File: config.mk
export PLATFORM = sky130hd
export DESIGN_NAME = iap_back
export DESIGN_NICKNAME = d
export VERILOG_FILES = /design/src/sv/iap_pkg.sv /design/src/sv/iap_back.sv
export SDC_FILE = /design/constraint.sdc
export NUM_CORES = 1
export LEC_CHECK = 0
export BUFFER_PORTS_ARGS = -buffer_cell sky130_fd_sc_hd__buf_2
export CORE_AREA = 2 2 105 107
export CTS_CLUSTER_SIZE = 30
export DETAILED_ROUTE_END_ITERATION = 8
export DIE_AREA = 0 0 107 109
export GPL_TIMING_DRIVEN = 0
export PLACE_DENSITY = 0.62
export SYNTH_ARGS = -nofsm -noshare
export SYNTH_HDL_FRONTEND = slang
export SYNTH_SLANG_ARGS = --single-unit
export TNS_END_PERCENT = 30
File: constraint.sdc
create_clock -name clk -period 3.5 [get_ports clk]
set_clock_uncertainty 0.1 [all_clocks]
set_input_delay 0.35 -clock clk [delete_from_list [all_inputs] [get_ports clk]]
set_output_delay 0.35 -clock clk [all_outputs]
set_load 0.02 [all_outputs]
File: src/sv/iap_pkg.sv
// Shared types, constants and helpers for the integer-to-padded-ASCII renderer.
package iap_pkg;

  localparam logic [1:0] CONV_SDEC = 2'd0;
  localparam logic [1:0] CONV_UDEC = 2'd1;
  localparam logic [1:0] CONV_HEXL = 2'd2;
  localparam logic [1:0] CONV_HEXU = 2'd3;

  localparam logic [5:0] MAX_WIDTH = 6'd63;
  localparam int         NUM_DIGITS = 10;

  // floor(n / 10) == (n * DIV10_RECIP) >> DIV10_SHIFT for every 32-bit n
  localparam logic [31:0] DIV10_RECIP = 32'hCCCC_CCCD;
  localparam int          DIV10_SHIFT = 35;

  localparam logic [7:0] CH_SPACE = 8'h20;
  localparam logic [7:0] CH_PLUS  = 8'h2B;
  localparam logic [7:0] CH_MINUS = 8'h2D;
  localparam logic [7:0] CH_ZERO  = 8'h30;
  localparam logic [7:0] CH_UPPER_BASE = 8'h37;  // 'A' - 10
  localparam logic [7:0] CH_LOWER_BASE = 8'h57;  // 'a' - 10

  typedef struct packed {
    logic [31:0] value;
    logic [1:0]  conversion;
    logic [5:0]  field_width;
    logic        zero_pad;
    logic        left_justify;
    logic        plus_sign;
    logic        space_sign;
  } in_item_t;

  typedef struct packed {
    logic [7:0] character;
    logic       last_char;
  } out_item_t;

  // Rendered field, ready for the back end to stream out
  typedef struct packed {
    logic [NUM_DIGITS-1:0][3:0] digits;
    logic [3:0]                 ndigits;
    logic                       has_sign;
    logic [7:0]                 sign_char;
    logic                       upper;
    logic [5:0]                 pre_pad;
    logic [5:0]                 mid_pad;
    logic [5:0]                 post_pad;
  } desc_t;

  typedef enum logic [1:0] {
    F_IDLE,
    F_CONV,
    F_PUSH
  } front_state_t;

  typedef enum logic [2:0] {
    B_IDLE,
    B_PRE,
    B_SIGN,
    B_MID,
    B_DIG,
    B_POST
  } back_state_t;

  function automatic logic [7:0] digit_char(input logic [3:0] d, input logic upper);
    logic [7:0] r;
    if (d < 4'd10) begin
      r = CH_ZERO + {4'h0, d};
    end else begin
      r = (upper ? CH_UPPER_BASE : CH_LOWER_BASE) + {4'h0, d};
    end
    return r;
  endfunction

endpackage

File: src/sv/iap_back.sv
// Back end: streams a descriptor to the output register, one char per cycle unless stalled.
module iap_back (
  input  logic               clk,
  input  logic               rst,
  input  iap_pkg::desc_t     head,
  input  logic               empty,
  output logic               pop,
  output logic               result_valid,
  input  logic               result_stall,
  output iap_pkg::out_item_t result
);
  import iap_pkg::*;

  back_state_t                state, state_next;
  logic [NUM_DIGITS-1:0][3:0] digits;
  logic [3:0]                 didx;
  logic                       has_sign;
  logic [7:0]                 sign_char;
  logic                       upper;
  logic [5:0]                 pre_cnt;
  logic [5:0]                 mid_cnt;
  logic [5:0]                 post_cnt;

  logic        emit;
  logic        last;
  logic        load;
  logic [7:0]  ch;
  back_state_t first_phase;

  assign emit = (state != B_IDLE) && (!result_valid || !result_stall);

  always_comb begin
    if (head.pre_pad != 6'd0) begin
      first_phase = B_PRE;
    end else if (head.has_sign) begin
      first_phase = B_SIGN;
    end else if (head.mid_pad != 6'd0) begin
      first_phase = B_MID;
    end else begin
      first_phase = B_DIG;
    end
  end

  // outputs of the sequencer
  always_comb begin
    ch   = CH_SPACE;
    last = 1'b0;
    case (state)
      B_PRE:  ch = CH_SPACE;
      B_SIGN: ch = sign_char;
      B_MID:  ch = CH_ZERO;
      B_DIG: begin
        ch   = digit_char(digits[didx], upper);
        last = (didx == 4'd0) && (post_cnt == 6'd0);
      end
      B_POST: begin
        ch   = CH_SPACE;
        last = (post_cnt == 6'd1);
      end
      default: ch = CH_SPACE;
    endcase
    load = !empty && ((state == B_IDLE) || (emit && last));
    pop  = load;
  end

  always_comb begin
    state_next = state;
    case (state)
      B_IDLE: begin
        if (!empty) state_next = first_phase;
      end
      B_PRE: begin
        if (emit && pre_cnt == 6'd1) begin
          state_next = has_sign ? B_SIGN : ((mid_cnt != 6'd0) ? B_MID : B_DIG);
        end
      end
      B_SIGN: begin
        if (emit) state_next = (mid_cnt != 6'd0) ? B_MID : B_DIG;
      end
      B_MID: begin
        if (emit && mid_cnt == 6'd1) state_next = B_DIG;
      end
      B_DIG: begin
        if (emit && didx == 4'd0) begin
          if (post_cnt != 6'd0) begin
            state_next = B_POST;
          end else begin
            state_next = empty ? B_IDLE : first_phase;
          end
        end
      end
      B_POST: begin
        if (emit && post_cnt == 6'd1) state_next = empty ? B_IDLE : first_phase;
      end
      default: state_next = B_IDLE;
    endcase
  end

  always_ff @(posedge clk) begin
    if (rst) begin
      state        <= B_IDLE;
      result_valid <= 1'b0;
    end else begin
      state <= state_next;
      if (emit) begin
        result_valid <= 1'b1;
      end else if (!result_stall) begin
        result_valid <= 1'b0;
      end
    end
  end

  always_ff @(posedge clk) begin
    if (emit) begin
      result.character <= ch;
      result.last_char <= last;
    end
    if (load) begin
      digits    <= head.digits;
      didx      <= head.ndigits - 4'd1;
      has_sign  <= head.has_sign;
      sign_char <= head.sign_char;
      upper     <= head.upper;
      pre_cnt   <= head.pre_pad;
      mid_cnt   <= head.mid_pad;
      post_cnt  <= head.post_pad;
    end else if (emit) begin
      case (state)
        B_PRE:   pre_cnt  <= pre_cnt - 6'd1;
        B_MID:   mid_cnt  <= mid_cnt - 6'd1;
        B_DIG:   didx     <= (didx == 4'd0) ? didx : didx - 4'd1;
        B_POST:  post_cnt <= post_cnt - 6'd1;
        default: pre_cnt  <= pre_cnt;
      endcase
    end
  end

  a_sign_phase_has_sign: assert property (@(posedge clk) disable iff (rst)
    (state == B_SIGN) |-> has_sign)
    else $error("sign phase entered without a sign");

  a_mid_cnt_live: assert property (@(posedge clk) disable iff (rst)
    (state == B_MID) |-> (mid_cnt != 6'd0))
    else $error("zero-pad phase with empty count");

  a_post_cnt_live: assert property (@(posedge clk) disable iff (rst)
    (state == B_POST) |-> (post_cnt != 6'd0))
    else $error("trailing pad phase with empty count");

  a_pre_cnt_live: assert property (@(posedge clk) disable iff (rst)
    (state == B_PRE) |-> (pre_cnt != 6'd0))
    else $error("leading pad phase with empty count");

endmodule

==> results.sh <==
export IMPL_final_cell_mix="buf_2 (90), edfxtp_1 (81), nor2_1 (41)"
export IMPL_use_met2_pct=24.8
export IMPL_rows=38
export IMPL_multi_input_area_sq_um=1500
export IMPL_hold_ws_ns=0.0588
export IMPL_drive_gt1_share_pct=30.4
export IMPL_clock_root_buffer="clkbuf_8"
export IMPL_grt_setup_unrepaired="false"
export IMPL_end_kind="primary output"
export IMPL_power_per_cell_area_nw_per_um2=864
export IMPL_synthArstFlopShare_pct=0
export IMPL_dr_first_iter_drc_count=156
export IMPL_min_path_cells=1
export IMPL_avgSynthCellArea_sq_um=12.8
export IMPL_initial_core_util_pct=38.9
export IMPL_vias_per_cell=5.00
export IMPL_overflow=0
export IMPL_wire_per_inst_um=15.0
export IMPL_num_vias=2821
export IMPL_hpwl_um=6200
export IMPL_netlist_area_sq_um=4120
export IMPL_p_clk_share_pct=15.4
export IMPL_clock_sinks=85
export IMPL_antenna_found_initial=0
export IMPL_wirelength_um=8440
export IMPL_maxCapViolCount=0
export IMPL_drc_errors=0
export IMPL_crit_required_ns=3.05
export IMPL_synth_edf_count=81
export IMPL_synth_largest_area_cell="edfxtp_1"
export IMPL_die_w_um=107
export IMPL_antenna_left=0
export IMPL_synth_top_area_share_pct=59.0
export IMPL_fin_tns_setup_ns=0
export IMPL_start_kind="flop"
export IMPL_critPathArrivalTime_ns=2.84
export IMPL_critPathMaxFanout=36
export IMPL_report_final_slew_viol_count=0
export IMPL_placed_cell_area_sq_um=4750
export IMPL_outcome="completed"
export IMPL_fin_util_pct=46.7
export IMPL_antennaDiodeCount=0
export IMPL_relSlewSlack_pct=28.7
export IMPL_cts_htree_levels=3
export IMPL_yosysSeqAreaShare_pct=61.0
export IMPL_cts_buffers=9
export IMPL_syn_nets=406
export IMPL_setup_viol=0
export IMPL_path_class="reg2out"
export IMPL_internal_power_mw=2.61
export IMPL_synth_area_leaders="edfxtp_1 (59%), mux2i_1 (3.9%), nor2_1 (3.7%), a21oi_1 (3.3%), ha_1 (2.7%)"
export IMPL_cts_max_path_buffers=2
export IMPL_cts_tree="done"
export IMPL_period_share_pct=94.0
export IMPL_swShare_pct=38.9
export IMPL_ys_flop_type="edfxtp_1"
export IMPL_p_seq_share_pct=42.7
export IMPL_fin_crit_ns=3.29
export IMPL_reg2regPathDepth=6
export IMPL_fin_ws_ns=0.210
export IMPL_fillers=989
export IMPL_p_sw_mw=1.66
export IMPL_cts_hold_buffers_added=0
export IMPL_grt_usage_pct=15.3
export IMPL_pwr_share_comb_pct=41.9
export IMPL_fmax_ghz=0.304
export IMPL_ir_worst_vdd_mv=0.343
export IMPL_slowest_stage="edfxtp_1"
export IMPL_crit_path_frequent_cell="buf_6"
export IMPL_grt_max_degree=37
export IMPL_seq_area_sq_um=2510
export IMPL_path_cells="buf_6, buf_6, nor4_2, a31oi_1, o2bb2ai_2, nand3_4, buf_4, inv_6, buf_12, buf_2"
export IMPL_nets=504
export IMPL_hold_viol=0
export IMPL_syn_to_final_growth_pct=20.1
export IMPL_port_buffers=86
export IMPL_grt_pass1_vias=2760
export IMPL_yosys_register_bits=85
export IMPL_dpl_cell_count=548
export IMPL_finalInstanceArea_sq_um=4950
export IMPL_clk_pin_slew_ns=0.09
export IMPL_p_leak_nw=1.87
export IMPL_dpl_worst_slack_ns=0.245
export IMPL_max_stage_delay_ns=0.43
export IMPL_fin_cells=564
export IMPL_finalPower_mw=4.28
export IMPL_syn_inst=321
export IMPL_ios=87
export IMPL_gp_congestion=0.808
export IMPL_fp_dieH_um=109
export IMPL_drt_first_pass_iters=4
export IMPL_ys_warn_count=0
export IMPL_final_common_cell="buf_2"
export IMPL_fp_dieArea_sq_um=11700
export IMPL_grtUsageMet1_pct=19.9
export IMPL_grt_use_met3_pct=4.18
export IMPL_grt_busiest_layer="met2"
export IMPL_core_area_sq_um=10600
export IMPL_grt_pass1_wl_um=13500
export IMPL_tightestPinTransition_ns=1.07
export IMPL_hp_class="in2reg"
export IMPL_synth_cell_type_count=58
export IMPL_clkLatencyLatePin_ns=0.36
[worst max-delay path: cells and delay by family, from the launching register on]
family / cells / cell delay (ns)
DFF: 1 / 0.43
AOI/OAI and AO/OA: 2 / 0.35
buffers and inverters: 6 / 1.19
and+or+nand+nor: 2 / 0.48
[power by group through the flow]
stage	logic [mW]	registers (mW)	clock network, mW
floorplan	1.26	1.88	0
global placement	1.73	1.85	0
detailed placement	1.79	1.85	0
CTS	1.80	1.83	0.679
global route	1.99	1.87	0.726
finish	1.79	1.83	0.659
[cell type report]
class,count,share of cell area [%]
repair buffers,87,9.10
multi-input cells,210,30.2
flip-flops and latches,85,50.8
clock inverters,7,1.29
clock buffers,9,2.50
inverters,12,1.01
plain buffers,14,1.54
well taps,140,3.54
[cell families after synthesis]
kind of cell | synth area share, %
mux | 6.07
fa+ha+maj | 2.73
xor+xnor | 3.19
compound gates | 12.1
simple gates | 12.1
buf+inv | 2.88
flops | 61.0
[final timing paths]
check                              start              endpoint  slack (ns)
setup / recovery       didx[0]$_DFFE_PP_                   pop        0.21
hold / removal                  head[57]  digits[25]$_DFFE_PP_        0.06
hold reg to reg   sign_char[7]$_DFFE_PP_   result[8]$_DFFE_PP_        0.43
setup reg to reg   state[0]$_SDFFE_PP0P_     didx[0]$_DFFE_PP_        0.64
[metal layers]
metal / share of wire, % / routed length [um] / vias up
met5: 0 / 0 / -
met4: 0.43 / 36 / 0
met3: 5.9 / 497 / 2
met2: 48 / 4070 / 85
met1: 45 / 3830 / 1324
li1: - / - / 1410
[repair_timing]
item,CTS,global route
setup endpoints to repair,1,1
setup buffers,0,0
resized for setup,2,3
hold endpoints to repair,0,0
[flip-flops by register name (all words and copies together) (netlist names)]
register      count
state             3
result            9
pre_cnt           6
upper             1
sign_char         8
didx              4
post_cnt          6
result_valid      1
mid_cnt           6
digits           40
has_sign          1
[synth_stat cells (all sizes together) (6+ instances only)]
| cell type | n |
|---|---|
| xnor2 | 9 |
| ha | 9 |
| nand2 | 16 |
| nand3 | 6 |
| nor3 | 6 |
| mux2i | 16 |
| a21oi | 29 |
| edfxtp | 81 |
| buf | 7 |
| nor4 | 7 |
| inv | 12 |
| nor2 | 41 |
| o21ai | 9 |
| clkbuf | 7 |
| xor2 | 6 |
No activity file was read; power rests on OpenSTA's default activity.
