### src/sv/iap_pkg.sv
// Shared types, constants and helpers for the integer-to-padded-ASCII renderer.
package iap_pkg;

  localparam logic [1:0] CONV_SDEC = 2'd0;
  localparam logic [1:0] CONV_UDEC = 2'd1;
  localparam logic [1:0] CONV_HEXL = 2'd2;
  localparam logic [1:0] CONV_HEXU = 2'd3;

  localparam logic [5:0] MAX_WIDTH = 6'd63;
  localparam int         NUM_DIGITS = 10;

  // floor(n / 10) == (n * DIV10_RECIP) >> DIV10_SHIFT for every 32-bit n
  localparam logic [31:0] DIV10_RECIP = 32'hCCCC_CCCD;
  localparam int          DIV10_SHIFT = 35;

  localparam logic [7:0] CH_SPACE = 8'h20;
  localparam logic [7:0] CH_PLUS  = 8'h2B;
  localparam logic [7:0] CH_MINUS = 8'h2D;
  localparam logic [7:0] CH_ZERO  = 8'h30;
  localparam logic [7:0] CH_UPPER_BASE = 8'h37;  // 'A' - 10
  localparam logic [7:0] CH_LOWER_BASE = 8'h57;  // 'a' - 10

  typedef struct packed {
    logic [31:0] value;
    logic [1:0]  conversion;
    logic [5:0]  field_width;
    logic        zero_pad;
    logic        left_justify;
    logic        plus_sign;
    logic        space_sign;
  } in_item_t;

  typedef struct packed {
    logic [7:0] character;
    logic       last_char;
  } out_item_t;

  // Rendered field, ready for the back end to stream out
  typedef struct packed {
    logic [NUM_DIGITS-1:0][3:0] digits;
    logic [3:0]                 ndigits;
    logic                       has_sign;
    logic [7:0]                 sign_char;
    logic                       upper;
    logic [5:0]                 pre_pad;
    logic [5:0]                 mid_pad;
    logic [5:0]                 post_pad;
  } desc_t;

  typedef enum logic [1:0] {
    F_IDLE,
    F_CONV,
    F_PUSH
  } front_state_t;

  typedef enum logic [2:0] {
    B_IDLE,
    B_PRE,
    B_SIGN,
    B_MID,
    B_DIG,
    B_POST
  } back_state_t;

  function automatic logic [7:0] digit_char(input logic [3:0] d, input logic upper);
    logic [7:0] r;
    if (d < 4'd10) begin
      r = CH_ZERO + {4'h0, d};
    end else begin
      r = (upper ? CH_UPPER_BASE : CH_LOWER_BASE) + {4'h0, d};
    end
    return r;
  endfunction

endpackage

### src/sv/iap_queue.sv
// Short queue of rendered field descriptors between front and back end.
module iap_queue #(
  parameter int DEPTH = 2
) (
  input  logic           clk,
  input  logic           rst,
  input  logic           push,
  input  iap_pkg::desc_t push_desc,
  input  logic           pop,
  output iap_pkg::desc_t head,
  output logic           empty,
  output logic           full
);
  import iap_pkg::*;

  localparam int PTR_W = (DEPTH > 1) ? $clog2(DEPTH) : 1;
  localparam int CNT_W = $clog2(DEPTH + 1);

  desc_t            entries [DEPTH];
  logic [PTR_W-1:0] wr_ptr;
  logic [PTR_W-1:0] rd_ptr;
  logic [CNT_W-1:0] count;

  assign empty = (count == CNT_W'(0));
  assign full  = (count == CNT_W'(DEPTH));
  assign head  = entries[rd_ptr];

  always_ff @(posedge clk) begin
    if (push) entries[wr_ptr] <= push_desc;
  end

  always_ff @(posedge clk) begin
    if (rst) begin
      wr_ptr <= '0;
      rd_ptr <= '0;
      count  <= '0;
    end else begin
      if (push) wr_ptr <= (wr_ptr == PTR_W'(DEPTH - 1)) ? '0 : wr_ptr + PTR_W'(1);
      if (pop)  rd_ptr <= (rd_ptr == PTR_W'(DEPTH - 1)) ? '0 : rd_ptr + PTR_W'(1);
      if (push && !pop) begin
        count <= count + CNT_W'(1);
      end else if (pop && !push) begin
        count <= count - CNT_W'(1);
      end
    end
  end

endmodule

### config.mk
export PLATFORM = sky130hd
export DESIGN_NAME = iap_queue
export DESIGN_NICKNAME = d
export VERILOG_FILES = /design/src/sv/iap_pkg.sv /design/src/sv/iap_queue.sv
export SDC_FILE = /design/constraint.sdc
export NUM_CORES = 1
export LEC_CHECK = 0
export BUFFER_PORTS_ARGS = -buffer_cell sky130_fd_sc_hd__buf_2
export CORE_ASPECT_RATIO = 1.25
export CORE_MARGIN = 4
export CORE_UTILIZATION = 25
export DETAILED_ROUTE_END_ITERATION = 8
export GPL_TIMING_DRIVEN = 1
export PLACE_DENSITY = 0.44
export SETUP_SLACK_MARGIN = 0.15
export SYNTH_ARGS = -nofsm -noshare
export SYNTH_HDL_FRONTEND = slang
export SYNTH_SLANG_ARGS = --single-unit
### constraint.sdc
create_clock -name clk -period 10.12 [get_ports clk]
set_input_delay 0.506 -clock clk [delete_from_list [all_inputs] [get_ports clk]]
set_output_delay 0.506 -clock clk [all_outputs]
set_load 0.05 [all_outputs]
==> key figures, run 1 <==
STA
  • Max_slew headroom: a little under 30%
  • Final Slew Violations: 0
  • Clock skew: between 0.009 and 0.01 ns
  • Fmax: 378 MHz
  • RSZ-0062 raised after global routing: false
  • Tmin final: roughly 2.6 ns
  • Worst-margin pin slew: between 1 and 1.5 ns
  • Tcrit/Tclk final: between 20% and 30%
  • Hold Fails Final Rpt: 0
  • Setup violators final: 0
  • Setup_tns: 0 ns

Clocking
  • Clock sink total: approximately 150
  • CTS max path bufs: 2
  • Clk root buf: clkbuf_16
  • CTS Buf Count: 17
  • CTS tree: yes
  • CTS clk-pin slew, worst paths: roughly 0.060 ns
  • H-tree Lvls: 4
  • Resize count post-CTS: 0
  • Worst skew pair latency: a little over 0.4 ns
  • Post-CTS Hold Fix Bufs: 0
  • Post-CTS Setup Bufs: 0

Pwr
  • Leakage: roughly 2.6 nW
  • Psw: 0.431 mW
  • Sw Share: a little over a quarter
  • Pwr Density: between 200 and 250 nW/um2
  • Sequential share of power: about 45%
  • Maximum vdd drop: about 0.11 mV
  • Clock power share: around two fifths
  • Gate power share: between 10 and 15%
  • Internal: 1.22 mW

Run status
  • Status: completed

Floorplan
  • I/O pins: 150
  • Initial core utilization: approximately a quarter
  • Die area: between 20000 and 25000 um2
  • Cell Rows: 60
  • Die height: around 170 um
  • Die width: approximately 140 um
  • Core area: about 21000 um2

Logic synthesis
  • Syn_area_per_cell: ~22 um2
  • Synth Flop Type: edfxtp_1
  • #FFs+latches synth: between 100 and 150
  • Most instantiated cells after synthesis: 144 x edfxtp_1, 72 x mux2_2, 7 x buf_6
  • Post-synth top area cell: edfxtp_1
  • Synthesized net count: 323
  • Post-synthesis cell type count: 16
  • Leading post-synthesis cells by cell area: edfxtp_1 80%, mux2_2 15%, dfxtp_1 1.8%, buf_6 1.5%, nor2_1 0.35%
  • Post-synth top area share: between 70 and 80%
  • Asr flop ratio synth: 0%
  • Post-synthesis cell area: around 5400 um2
  • Gate Count Post-Synth: 246
  • Most common cell in the netlist: edfxtp_1
  • EDFF count, synth: roughly 140
  • Seq/Total Area, Yosys: about four fifths
  • Yosys warns: 0

Final layout
  • Area grow syn2layout: 30.6%
  • Antenna diode count: 0
  • NumNets Final: 484
  • Filler cell count in the final layout: approximately 2100
  • Area taken by multi-input logic gates: just over 900 um2
  • Design Area, Final: roughly 7000 um2
  • Register area: ~4400 um2
  • Share of layout cells above drive strength 1: between 60% and 70%

Routing
  • Via density: 3.93
  • WL/cell: approximately 15 um
  • Drt pass-1 iters: 4
  • DRT antenna net count: 0
  • Vias: 2739
  • Detailed Route Iter0 Violations: 94
  • DRT Wirelength: around 11 mm
  • Post-route DRC: 0

Hold path
  • Hold Crit Class: input pin to flop

Placement
  • Port buffer count: 149
  • DP HPWL: roughly 6.6 mm
  • GP Congestion: roughly 0.66
  • DP Area: 6460 um2

Critical path
  • Crit path launch type: flop
  • Slowest-stage cell, CP: dfxtp_4
  • Crit path DAT: around 2.1 ns
  • Crit path kind: flop to output pin
  • CP max FO: between 70 and 80
  • Max incr delay on CP: 1.05 ns
  • Critical path capture point type: output pin
  • CP cell instances: mux2_2 -> buf_2
  • R2R setup slack: slightly above 8 ns
  • Critical Path RT: between 9 and 10 ns

Global route
  • Initial antenna violation count: 0
  • GRT Total Usage: roughly 9%
  • Vias in the first global route: around 3000
  • Grt ovf: 0
  • First-pass GRT wire length: roughly 16 mm
  • Largest net degree at the start of global routing: 73

Run
  • Max Cap Viol: 0
-- worst paths after layout --
path | to | from | depth (start not counted)
min reg2reg | rd_ptr | rd_ptr | 2
min | entries[0][65] | push_desc[65] | 1
max | head[10] | flop | 2
max reg2reg | entries[0][26] | wr_ptr | 2
-- critical path: cells and delay by family (launching register included) --
| kind | cells | cell delay, ns |
|---|---|---|
| buffers and inverters | 1 | 0.22 |
| muxes | 1 | 0.44 |
| DFF | 1 | 1.05 |
-- cells in the final DEF, fill, tap and decap left out, types with 2 or more instances in the layout --
master | netlist | layout
buf_2 | 0 | 149
bufinv_16 | 0 | 5
clkbuf_16 | 0 | 17
clkinv_2 | 0 | 2
clkinv_4 | 0 | 2
dfxtp_1 | 5 | 4
edfxtp_1 | 144 | 144
inv_6 | 0 | 2
mux2_2 | 72 | 72
nor2_1 | 5 | 5
xnor2_1 | 2 | 2
xor2_1 | 2 | 2
-- state kept, by name, indices dropped and copies added (netlist names), named ones only --
name,flops
wr_ptr,1
entries,144
count,2
rd_ptr,1
-- layer usage --
layer / global-route usage [%] / wire length [um]
met5: 0 / 0
met2: 15.4 / 5520
met3: 3.35 / 616
met4: 3.63 / 160
met1: 10.1 / 4340
-- stage by stage --
step / std cells / hold WS (ns) / utilization [%] / power, mW / setup WS [ns]
floorplan: 246 / 0.461 / - / 0.933 / 5.95
global placement: 667 / 0.480 / 30.1 / 0.993 / 7.66
detailed placement: 667 / 0.522 / 30.1 / 0.996 / 7.64
CTS: 697 / 0.252 / 33.0 / 1.68 / 7.38
global route: 697 / 0.252 / 33.0 / 1.72 / 7.34
finish: 697 / 0.277 / 33.0 / 1.65 / 7.48
-- power groups by stage --
stage	combinational (mW)	sequential, mW	clock, mW
after floorplan	0.192	0.742	0
after global placement	0.240	0.753	0
after detailed placement	0.241	0.755	0
after CTS	0.241	0.741	0.701
after global routing	0.250	0.744	0.727
final	0.236	0.740	0.677
-- layout make-up --
type	count	share of cell area, %
Clock inverter	13	2.91
Tap cell	279	4.92
Timing Repair Buffer	150	10.6
Clock buffer	17	6.00
Multi-Input combinational cell	88	13.0
Sequential cell	149	62.4
Inverter	1	0.0529
-- cells by family (layout without fill, tap and decap cells) --
logic type,Yosys count,after routing,share of synthesized area [%]
compound gates,2,2,0.184
xor+xnor,4,4,0.645
fa+ha+maj,1,1,0.230
buf+inv,9,181,1.66
flops,149,149,81.5
mux,72,72,14.9
simple gates,9,9,0.853
(Power assumes the default switching activity.)
==> run 2: changes to the inputs <==
--- a/config.mk
+++ b/config.mk
@@ -5,13 +5,14 @@
 export SDC_FILE = /design/constraint.sdc
 export NUM_CORES = 1
 export LEC_CHECK = 0
+export ABC_AREA = 1
 export BUFFER_PORTS_ARGS = -buffer_cell sky130_fd_sc_hd__buf_2
 export CORE_ASPECT_RATIO = 1.25
 export CORE_MARGIN = 4
 export CORE_UTILIZATION = 25
 export DETAILED_ROUTE_END_ITERATION = 8
 export GPL_TIMING_DRIVEN = 1
-export PLACE_DENSITY = 0.44
+export PLACE_DENSITY = 0.45
 export SETUP_SLACK_MARGIN = 0.15
 export SYNTH_ARGS = -nofsm -noshare
 export SYNTH_HDL_FRONTEND = slang
==> constraint.sdc (replaced) <==
create_clock -name clk -period 2.36 [get_ports clk]
set_input_delay 0.118 -clock clk [delete_from_list [all_inputs] [get_ports clk]]
set_output_delay 0.118 -clock clk [all_outputs]
set_load 0.05 [all_outputs]
==> key figures, run 2 <==
Run status
  • Status: completed

Hold path
  • Hold Startpoint: pop
  • Worst hold path depth: 3
  • Hold Crit Class: input pin to flop

Pwr
  • Internal: about 5.3 mW
  • Pwr Density: roughly 870 nW/um2
  • Sequential share of power: a little over two fifths
  • Gate power share: between 10% and 20%
  • Clock power share: around two fifths
  • Sw Share: roughly a quarter
  • Psw: between 1.5 and 2 mW
  • Maximum vdd drop: between 0.4 and 0.5 mV
  • Leakage: 3.25 nW

Routing
  • Vias: around 3100
  • WL/cell: between 10 and 15 um
  • Via density: a little under 4
  • Detailed Route Iter0 Violations: 120
  • Drt pass-1 iters: 4
  • DRT antenna net count: 0
  • DRT Wirelength: around 12 mm
  • Post-route DRC: 0

Floorplan
  • Initial core utilization: 25.7%
  • Die width: 144 um
  • I/O pins: 150
  • Die area: between 20000 and 30000 um2
  • Core area: 22500 um2
  • Cell Rows: slightly above 60
  • Die height: between 150 and 200 um

STA
  • Fmax: between 500 and 600 MHz
  • Worst-margin pin slew: 0.680 ns
  • Clock skew: about 0.0062 ns
  • Final Slew Violations: 0
  • Hold Fails Final Rpt: 0
  • Hold WS: 0.0762 ns
  • Tmin final: between 1.5 and 2 ns
  • Setup violators final: 0
  • Max_slew headroom: a little over half
  • RSZ-0062 raised after global routing: false
  • Tcrit/Tclk final: 79.2%
  • Setup_tns: 0 ns

Logic synthesis
  • #FFs+latches synth: 149
  • Post-synthesis cell area: about 5800 um2
  • Synth Flop Type: edfxtp_1
  • Post-synth top area cell: edfxtp_1
  • Gate Count Post-Synth: approximately 260
  • Yosys warns: 0
  • Synthesized net count: 334
  • Post-synth top area share: approximately 75%
  • Seq/Total Area, Yosys: between 70 and 80%
  • Leading post-synthesis cells by cell area: edfxtp_1 75%, mux2_4 18%, buf_12 2.4%, dfxtp_1 1.7%, inv_1 0.58%
  • Most common cell in the netlist: edfxtp_1
  • EDFF count, synth: ~140
  • Most instantiated cells after synthesis: 144 x edfxtp_1, 70 x mux2_4, 9 x inv_1
  • Asr flop ratio synth: 0%
  • Post-synthesis cell type count: 16
  • Syn_area_per_cell: approximately 22 um2

Final layout
  • NumNets Final: roughly 580
  • Filler cell count in the final layout: about 2100
  • Design Area, Final: just over 8000 um2
  • Top Registers: entries: 144 flops, count: 2 flops
  • Reg with most FFs: entries
  • Most common cell after layout, fill and taps aside: buf_2
  • Most frequent cells in the layout: 149 x buf_2, 144 x edfxtp_1, 75 x dlygate4sd3_1
  • Max FFs per register: roughly 140
  • Share of layout cells above drive strength 1: 50.9%
  • Area grow syn2layout: 41.8%

Clocking
  • Clk root buf: clkbuf_16
  • Post-CTS Setup Bufs: 0
  • CTS clk-pin slew, worst paths: 0.06 ns
  • Clock sink total: ~150
  • Post-CTS Hold Fix Bufs: 75
  • Resize count post-CTS: 0
  • H-tree Lvls: 4
  • CTS tree: yes
  • Worst skew pair latency: around 0.40 ns
  • CTS max path bufs: 2
  • CTS Buf Count: 17

Critical path
  • CP max FO: 23
  • R2R Path End: entries[1][12]
  • Crit path DAT: roughly 1.8 ns
  • CP cell instances: buf_4 -> mux2_2 -> buf_2
  • Max incr delay on CP: 0.39 ns
  • CP Buf/Inv Count: 2
  • Critical path capture point type: output pin
  • Reg2reg path depth: 3
  • Slowest-stage cell, CP: mux2_2
  • Crit path launch type: flop
  • Crit path kind: flop to output pin
  • R2R setup slack: ~0.85 ns
  • Worst r2r src: wr_ptr
  • Worst path top cell family by delay: buffers and inverters
  • Critical Path RT: 2.24 ns

Global route
  • Grt ovf: 0
  • First-pass GRT wire length: ~18 mm
  • GRT Total Usage: 9.20%
  • Initial antenna violation count: 2
  • Vias in the first global route: between 3000 and 4000
  • Largest net degree at the start of global routing: 50

Placement
  • GP Congestion: between 0.6 and 0.7
  • DP HPWL: 7.39 mm
  • Port buffer count: 149
  • DP Area: 6810 um2

Run
  • Max Cap Viol: 0
## run 2: cell types whose count changed after synthesis, moves of 5 or more
cell and delta:
mux2_2 -70, buf_12 +7, mux2_4 +70, nand2_1 +5, inv_1 +8, buf_6 -6
## run 2: final cells by class
class                           count  area (um2)  share of cell area [%]
Multi-Input combinational cell     91        1170                    14.3
Antenna cell                        2        5.00                  0.0611
Clock buffer                       17         425                    5.19
Timing Repair Buffer              230        1570                    19.1
Clock inverter                     15         201                    2.46
Tap cell                          283         354                    4.32
Sequential cell                   149        4430                    54.1
Inverter                            9        37.5                   0.458
## run 2: logic make-up (layout without fill, tap and decap cells)
group                      after synthesis  count (layout)  synth area share [%]
adders and majority gates                1               1                 0.217
and+or+nand+nor                         15              15                  1.06
other                                    0               2                     0
xor gates and xnor gates                 1               1                 0.152
DFF                                    149             149                  76.6
AOI/OAI and AO/OA                        2               2                 0.173
muxes                                   72              72                  18.6
buffers and inverters                   17             271                  3.21
## run 2: tightest hold or removal path: stages
cell     delay, ns
buf_2         0.11
xnor2_1       0.13
nor2_1        0.07
## run 2: power by group through the flow
| stage | sequential, mW | combinational, mW | clock (mW) |
|---|---|---|---|
| floorplan | 3.15 | 0.904 | 0 |
| global placement | 3.15 | 1.12 | 0 |
| detailed placement | 3.15 | 1.13 | 0 |
| CTS | 3.10 | 1.24 | 2.94 |
| global route | 3.11 | 1.28 | 3.07 |
| finish | 3.10 | 1.21 | 2.83 |
## run 2: metrics by stage
stage / setup slack (ns) / utilization, % / std cells / total power [mW]
3_5_place_dp: 0.821 / 30.2 / 687 / 4.29
3_3_place_gp: 0.828 / 30.2 / 687 / 4.27
4_1_cts: 0.440 / 36.4 / 794 / 7.28
5_1_grt: 0.413 / 36.4 / 796 / 7.46
2_1_floorplan: 0.491 / - / 257 / 4.05
6_report: 0.491 / 36.4 / 796 / 7.14
## run 2: routing by layer
metal	track usage (%)	share of wire, %
met5	0	0
met1	10.4	41
met2	16.0	52
met4	2.94	0.73
met3	3.34	5.9
## run 2: how the worst max path moves through the flow
stage                           to  cells past startpoint
floorplan            entries[1][0]                      2
global placement    entries[1][70]                      3
detailed placement  entries[1][63]                      3
CTS                       head[51]                      3
global route              head[51]                      3
finish                    head[51]                      3
